File: config.mk
export PLATFORM = sky130hd
export DESIGN_NAME = dpq_score
export DESIGN_NICKNAME = d
export VERILOG_FILES = /design/src/rtl/dpq_pkg.sv /design/src/rtl/dpq_score.sv
export SDC_FILE = /design/constraint.sdc
export NUM_CORES = 1
export LEC_CHECK = 0
export BUFFER_PORTS_ARGS = -buffer_cell sky130_fd_sc_hd__buf_2
export CORE_MARGIN = 3
export CORE_UTILIZATION = 35
export DETAILED_ROUTE_END_ITERATION = 8
export PLACE_DENSITY = 0.59
export SYNTH_ARGS = -nofsm -noshare
export SYNTH_HDL_FRONTEND = slang
export SYNTH_SLANG_ARGS = --single-unit
File: constraint.sdc
create_clock -name clk -period 24.5 [get_ports clk]
set_input_delay 1.225 -clock clk [delete_from_list [all_inputs] [get_ports clk]]
set_output_delay 1.225 -clock clk [all_outputs]
set_load 0.02 [all_outputs]
File: src/rtl/dpq_pkg.sv
// shared constants and types for the deadline priority quantum unit
package dpq_pkg;

    localparam int MAX_TASKS = 64;
    localparam int TBL_AW    = $clog2(MAX_TASKS);
    localparam int CNT_W     = 7;
    localparam int PRI_W     = 24;
    localparam int TIME_W    = 16;
    localparam int ID_W      = 6;
    localparam int CFG_IW    = 3;
    localparam int CFG_DW    = 32;
    localparam int SUM_W     = 32;
    localparam int SQ_W      = 64;
    localparam int RAD_W     = 72;
    localparam int ROOT_W    = RAD_W / 2;
    localparam int Z_W       = 11;
    localparam int QNT_W     = 12;

    localparam logic [Z_W-1:0] Z_CAP = 11'd1024;

    // reset values of the configuration registers
    localparam logic [31:0]       RST_COEF_SS   = 32'd35816;
    localparam logic [31:0]       RST_COEF_S    = 32'd34601652;
    localparam logic [31:0]       RST_COEF_DUR  = 32'd3546317;
    localparam logic [31:0]       RST_COEF_ARR  = 32'd3484892;
    localparam logic [PRI_W-1:0]  RST_INFEAS    = 24'd80000;
    localparam logic [7:0]        RST_QBASE     = 8'd16;

    // event kinds
    localparam logic ACT_ARRIVE   = 1'b0;
    localparam logic ACT_DISPATCH = 1'b1;

    // configuration register indexes
    typedef enum logic [CFG_IW-1:0] {
        CFG_COEF_SS   = 3'd0,
        CFG_COEF_S    = 3'd1,
        CFG_COEF_DUR  = 3'd2,
        CFG_COEF_ARR  = 3'd3,
        CFG_INFEAS    = 3'd4,
        CFG_QBASE     = 3'd5
    } cfg_idx_t;

endpackage

File: src/rtl/dpq_score.sv
// serial square root and short divide giving the capped standard score
module dpq_score
    import dpq_pkg::*;
(
    input  logic             clk,
    input  logic             rst_n,
    input  logic             start,
    input  logic [RAD_W-1:0] radicand,
    input  logic [31:0]      absn,
    output logic             done,
    output logic [Z_W-1:0]   z
);

    typedef enum logic [3:0] {
        S_IDLE = 4'b0001,
        S_ROOT = 4'b0010,
        S_CHK  = 4'b0100,
        S_DIV  = 4'b1000
    } sc_state_t;

    sc_state_t            state_reg, state_next;
    logic [5:0]           cnt_reg;
    logic [RAD_W-1:0]     rad_reg;
    logic [ROOT_W+2:0]    rem_reg;
    logic [ROOT_W-1:0]    root_reg;
    logic [39:0]          num_reg;
    logic [ROOT_W+9:0]    dv_reg;
    logic [Z_W-1:0]       q_reg;
    logic                 done_reg;

    logic [ROOT_W+2:0]    rem_sh;
    logic [ROOT_W+2:0]    trial;
    logic                 take;
    logic [ROOT_W+10:0]   lim;

    // one result bit of the root per step
    assign rem_sh = {rem_reg[ROOT_W:0], rad_reg[RAD_W-1 -: 2]};
    assign trial  = {1'b0, root_reg, 2'b01};
    assign take   = rem_sh >= trial;
    assign lim    = {root_reg, 11'd0};

    // state sequencing
    always_comb
    begin
        state_next = state_reg;
        unique case (state_reg)
            S_IDLE: if (start) state_next = S_ROOT;
            S_ROOT: if (cnt_reg == 6'd0) state_next = S_CHK;
            S_CHK:  if (root_reg != '0 && {7'd0, num_reg} < lim) state_next = S_DIV;
                    else state_next = S_IDLE;
            S_DIV:  if (cnt_reg == 6'd0) state_next = S_IDLE;
            default: state_next = S_IDLE;
        endcase
    end

    always_ff @(posedge clk or negedge rst_n)
    begin
        if (!rst_n)
        begin
            state_reg <= S_IDLE;
            done_reg  <= 1'b0;
        end
        else
        begin
            state_reg <= state_next;
            done_reg  <= (state_reg == S_CHK && state_next == S_IDLE) ||
                         (state_reg == S_DIV && cnt_reg == 6'd0);
        end
    end

    // datapath
    always_ff @(posedge clk)
    begin
        unique case (state_reg)
            S_IDLE:
            begin
                rad_reg  <= radicand;
                rem_reg  <= '0;
                root_reg <= '0;
                num_reg  <= {absn, 8'd0};
                cnt_reg  <= 6'(ROOT_W - 1);
            end
            S_ROOT:
            begin
                rad_reg <= {rad_reg[RAD_W-3:0], 2'b00};
                cnt_reg <= cnt_reg - 6'd1;
                if (take)
                begin
                    rem_reg  <= rem_sh - trial;
                    root_reg <= {root_reg[ROOT_W-2:0], 1'b1};
                end
                else
                begin
                    rem_reg  <= rem_sh;
                    root_reg <= {root_reg[ROOT_W-2:0], 1'b0};
                end
            end
            S_CHK:
            begin
                dv_reg  <= {root_reg, 10'd0};
                cnt_reg <= 6'd10;
                if (root_reg == '0)
                    q_reg <= '0;
                else if ({7'd0, num_reg} >= lim)
                    q_reg <= Z_CAP;
                else
                    q_reg <= '0;
            end
            S_DIV:
            begin
                cnt_reg <= cnt_reg - 6'd1;
                dv_reg  <= dv_reg >> 1;
                if ({6'd0, num_reg} >= dv_reg)
                begin
                    num_reg <= 40'({6'd0, num_reg} - dv_reg);
                    q_reg   <= {q_reg[Z_W-2:0], 1'b1};
                end
                else
                    q_reg   <= {q_reg[Z_W-2:0], 1'b0};
            end
            default: ;
        endcase
    end

    assign done = done_reg;
    assign z    = (q_reg > Z_CAP) ? Z_CAP : q_reg;

endmodule

==> impl_results.md <==
- Mapped Area: 0.0157 mm²
- Main synth FF type: edfxtp_1
- Final WS setup: a little over 20000 ps
- Post-CTS Resized: 0
- Worst R2R Path Depth: 12
- Critical path arrival: between 4000 and 5000 ps
- Initial Utilization: a little over a third
- Gpl congestion: 0.918
- Final-report hold violation count: 0
- Root Buffer: clkbuf_16
- Syn nets: around 1900
- Critical path class: reg -> reg
- Vias per inst: 5.18
- Unique cell type count in the Yosys netlist: 62
- H-tree depth: 1
- Clk sink count: approximately 250
- Setup tns final: 0 ps
- Post-synth EDFFs: between 200 and 250
- Cell count after synthesis: ~1600
- Max_cap viols: 0
- WL/cell: between 15 and 20 µm
- Placement Setup Slack: between 20000 and 25000 ps
- Top-area cell type share of the netlist area: a little under half
- Placed Cells incl. Taps: approximately 2300
- Period utilization: between 15 and 20%
- Hold_buf cts: 0
- Mean area per synthesized cell: between 9 and 10 µm²
- Worst-path clk slew: 60 ps
- Row cnt: 76
- Synth Register Bits: about 250
- Die Wd: approximately 220 µm
- DRC violations left: 0
- Mux cell area share after synthesis: 1.41%
- Final Max Slew Viols: 0
- Largest family of logic cells by synthesized area: simple AND/OR/NAND/NOR gates
- Leakage: 7.46 nW
- Post-Layout Cell Count: 2340
- Slew margin rel.: 28.6%
- Design area: roughly 0.018 mm²
- Post-synthesis simple-gate area fraction: a little under a fifth
- Drt first pass iters: 5
- Core ar.: about 0.044 mm²
- Max clock buf depth: 3
- Total Power: approximately 2.5 mW
- Worst Tran Pin Value: ~1100 ps
- Compound-Gate Fraction of Synth Area: 14.5%
- Cells taking the most area after synthesis: edfxtp_1 48%, ha_1 8.7%, nand2_1 8.2%
- Dominant cell type by area after synthesis: edfxtp_1
- Slowest stage delay, CP: 480 ps
- Crit end category: flip-flop
- Total wire length: around 40000 µm
- Die Y: 218 µm
- Run status: finished, final reports clean
- Fillers: ~4400
- Setup bufs post-CTS: 0
- Post-synth top cells: 344 x nand2_1, 248 x edfxtp_1, 139 x nor2_1, 114 x o21ai_0, 109 x ha_1
- Clock Latency Late Sink: 570 ps
- Startpoint Class: flip-flop
- Reg area: ~0.0076 mm²
- Nets@finish: 1950
- Layout cells sized above 1: between 10% and 20%
- CP Max Fanout: 31
- Core Util, Final: 40.5%
- FMAX: between 0.2 and 0.3 GHz
- WHS: roughly 460 ps
- Placed cell area: 0.0168 mm²
- CTS tree: done
- Buf/Inv on CP: 2
- Clock skew: about 16 ps
- Port bufs: ~120
- Data required, critical path: 24790 ps
- Largest register FFs: slightly above 70
- Post-DP HPWL: 28400 µm
- GRT Util Overall: 16.5%
- Slowest-stage cell, CP: buf_4
- CP cell instances: inv_1, ha_1, o21a_1, nor4_1, o21ai_1, a31oi_1, o21a_1, o21a_1, o41ai_4, buf_4, mux2i_1, nor2_1
- Top Ports: around 120
- CP most frequent cell: o21a_1
- R2R Path Start: root_reg[0]
- Adder-Cell Fraction of Synth Area: slightly below 9%
- Area Overhead vs Synth: 13.0%
- Worst min-delay path class: in -> async
- Via count: between 10000 and 15000
- Min cycle time layout: 3760 ps
- XOR/XNOR Fraction of Synth Area: around 4%
- Final ANT Viol Nets: 0
- Die area: around 0.047 mm²
- RSZ-0062 raised after global routing: no
- Initial DRC count: about 850
- Endpoints failing setup: 0
- Synth Warn #: 0
- Pwr Density: around 140 mW/mm²
- Vias in the first global route: 12200
- First-pass GRT wire length: around 64000 µm
- Crit-path leading delay family: compound AO/OA/AOI/OAI gates
- Post-synth ARST share: between 1.5 and 2%
- Post-synthesis sequential area ratio: roughly half
- Slack of the worst reg-to-reg path: between 20000 and 25000 ps
- Multi-input combinational cell area: approximately 0.0074 mm²
- VDD IR max: a little over 70 µV
- Largest net degree at the start of global routing: 84
- Total grt overflow: 0
- R2R Path End: rem_reg[6]
- Initial antenna violation count: 2
- Cts bufs inserted: 29
- Most numerous cell in the Yosys netlist: nand2_1
worst max path at each step:
stage                 start  slack (ps)  cells after the start          end
3_3_place_gp    root_reg[0]       20840                     12   rem_reg[9]
2_1_floorplan  state_reg[0]       13010                      3   rad_reg[0]
4_1_cts          num_reg[0]       20740                     12  num_reg[38]
5_1_grt          num_reg[0]       20430                     12  num_reg[13]
6_report        root_reg[0]       20740                     12   rem_reg[6]
3_5_place_dp     num_reg[0]       20750                     12  num_reg[17]
logic make-up after synthesis:
kind of cell	count (synthesis)
flops	253
xor+xnor	73
compound gates	354
simple gates	661
fa+ha+maj	110
buf+inv	171
mux	22
report_power, final:
part | total, mW | internal, mW | switching, mW
logic | 1.26 | 0.463 | 0.802
clock network | 0.431 | 0.247 | 0.184
registers | 0.809 | 0.731 | 0.0775
worst reg2reg max path, stage by stage (launching register included):
cell	delay, ps
edfxtp_1	450
inv_1	110
ha_1	370
o21a_1	170
nor4_1	70
o21ai_1	290
a31oi_1	260
o21a_1	290
o21a_1	270
o41ai_4	340
buf_4	480
mux2i_1	330
nor2_1	60
cells in the final DEF (no fill, tap or decap), types with 9 or more instances in the layout:
cell / count
a21o_1: 47
a31oi_1: 21
a21oi_1: 81
nand2_1: 343
o21a_1: 16
o21ai_0: 114
nand2b_1: 10
nor2b_1: 22
xor2_1: 30
and2_1: 17
buf_4: 9
clkbuf_16: 29
edfxtp_1: 248
nor4_1: 15
nor2_1: 138
buf_2: 118
a211oi_1: 15
inv_1: 102
nand3_1: 26
ha_1: 109
xnor2_1: 43
mux2i_1: 22
nor3_1: 25
and3_1: 16
nand4_1: 21
o21bai_1: 9
routing by layer:
metal | track usage (%) | vias up | share of wire [%]
li1 | - | 6003 | -
met1 | 22.4 | 5703 | 46
met2 | 26.8 | 326 | 45
met3 | 3.04 | 80 | 5.9
met4 | 5.13 | 4 | 3.3
met5 | 0 | - | 0.063
area by class of cell:
class	instances	share of cell area, %
Timing Repair Buffer	127	3.72
Inverter	102	2.16
Clock buffer	32	4.17
Clock inverter	20	1.03
Multi-Input combinational cell	1220	42.0
Sequential cell	253	42.8
Antenna cell	1	0.0141
Tap cell	585	4.14
Power figures use the tool's default switching activity.
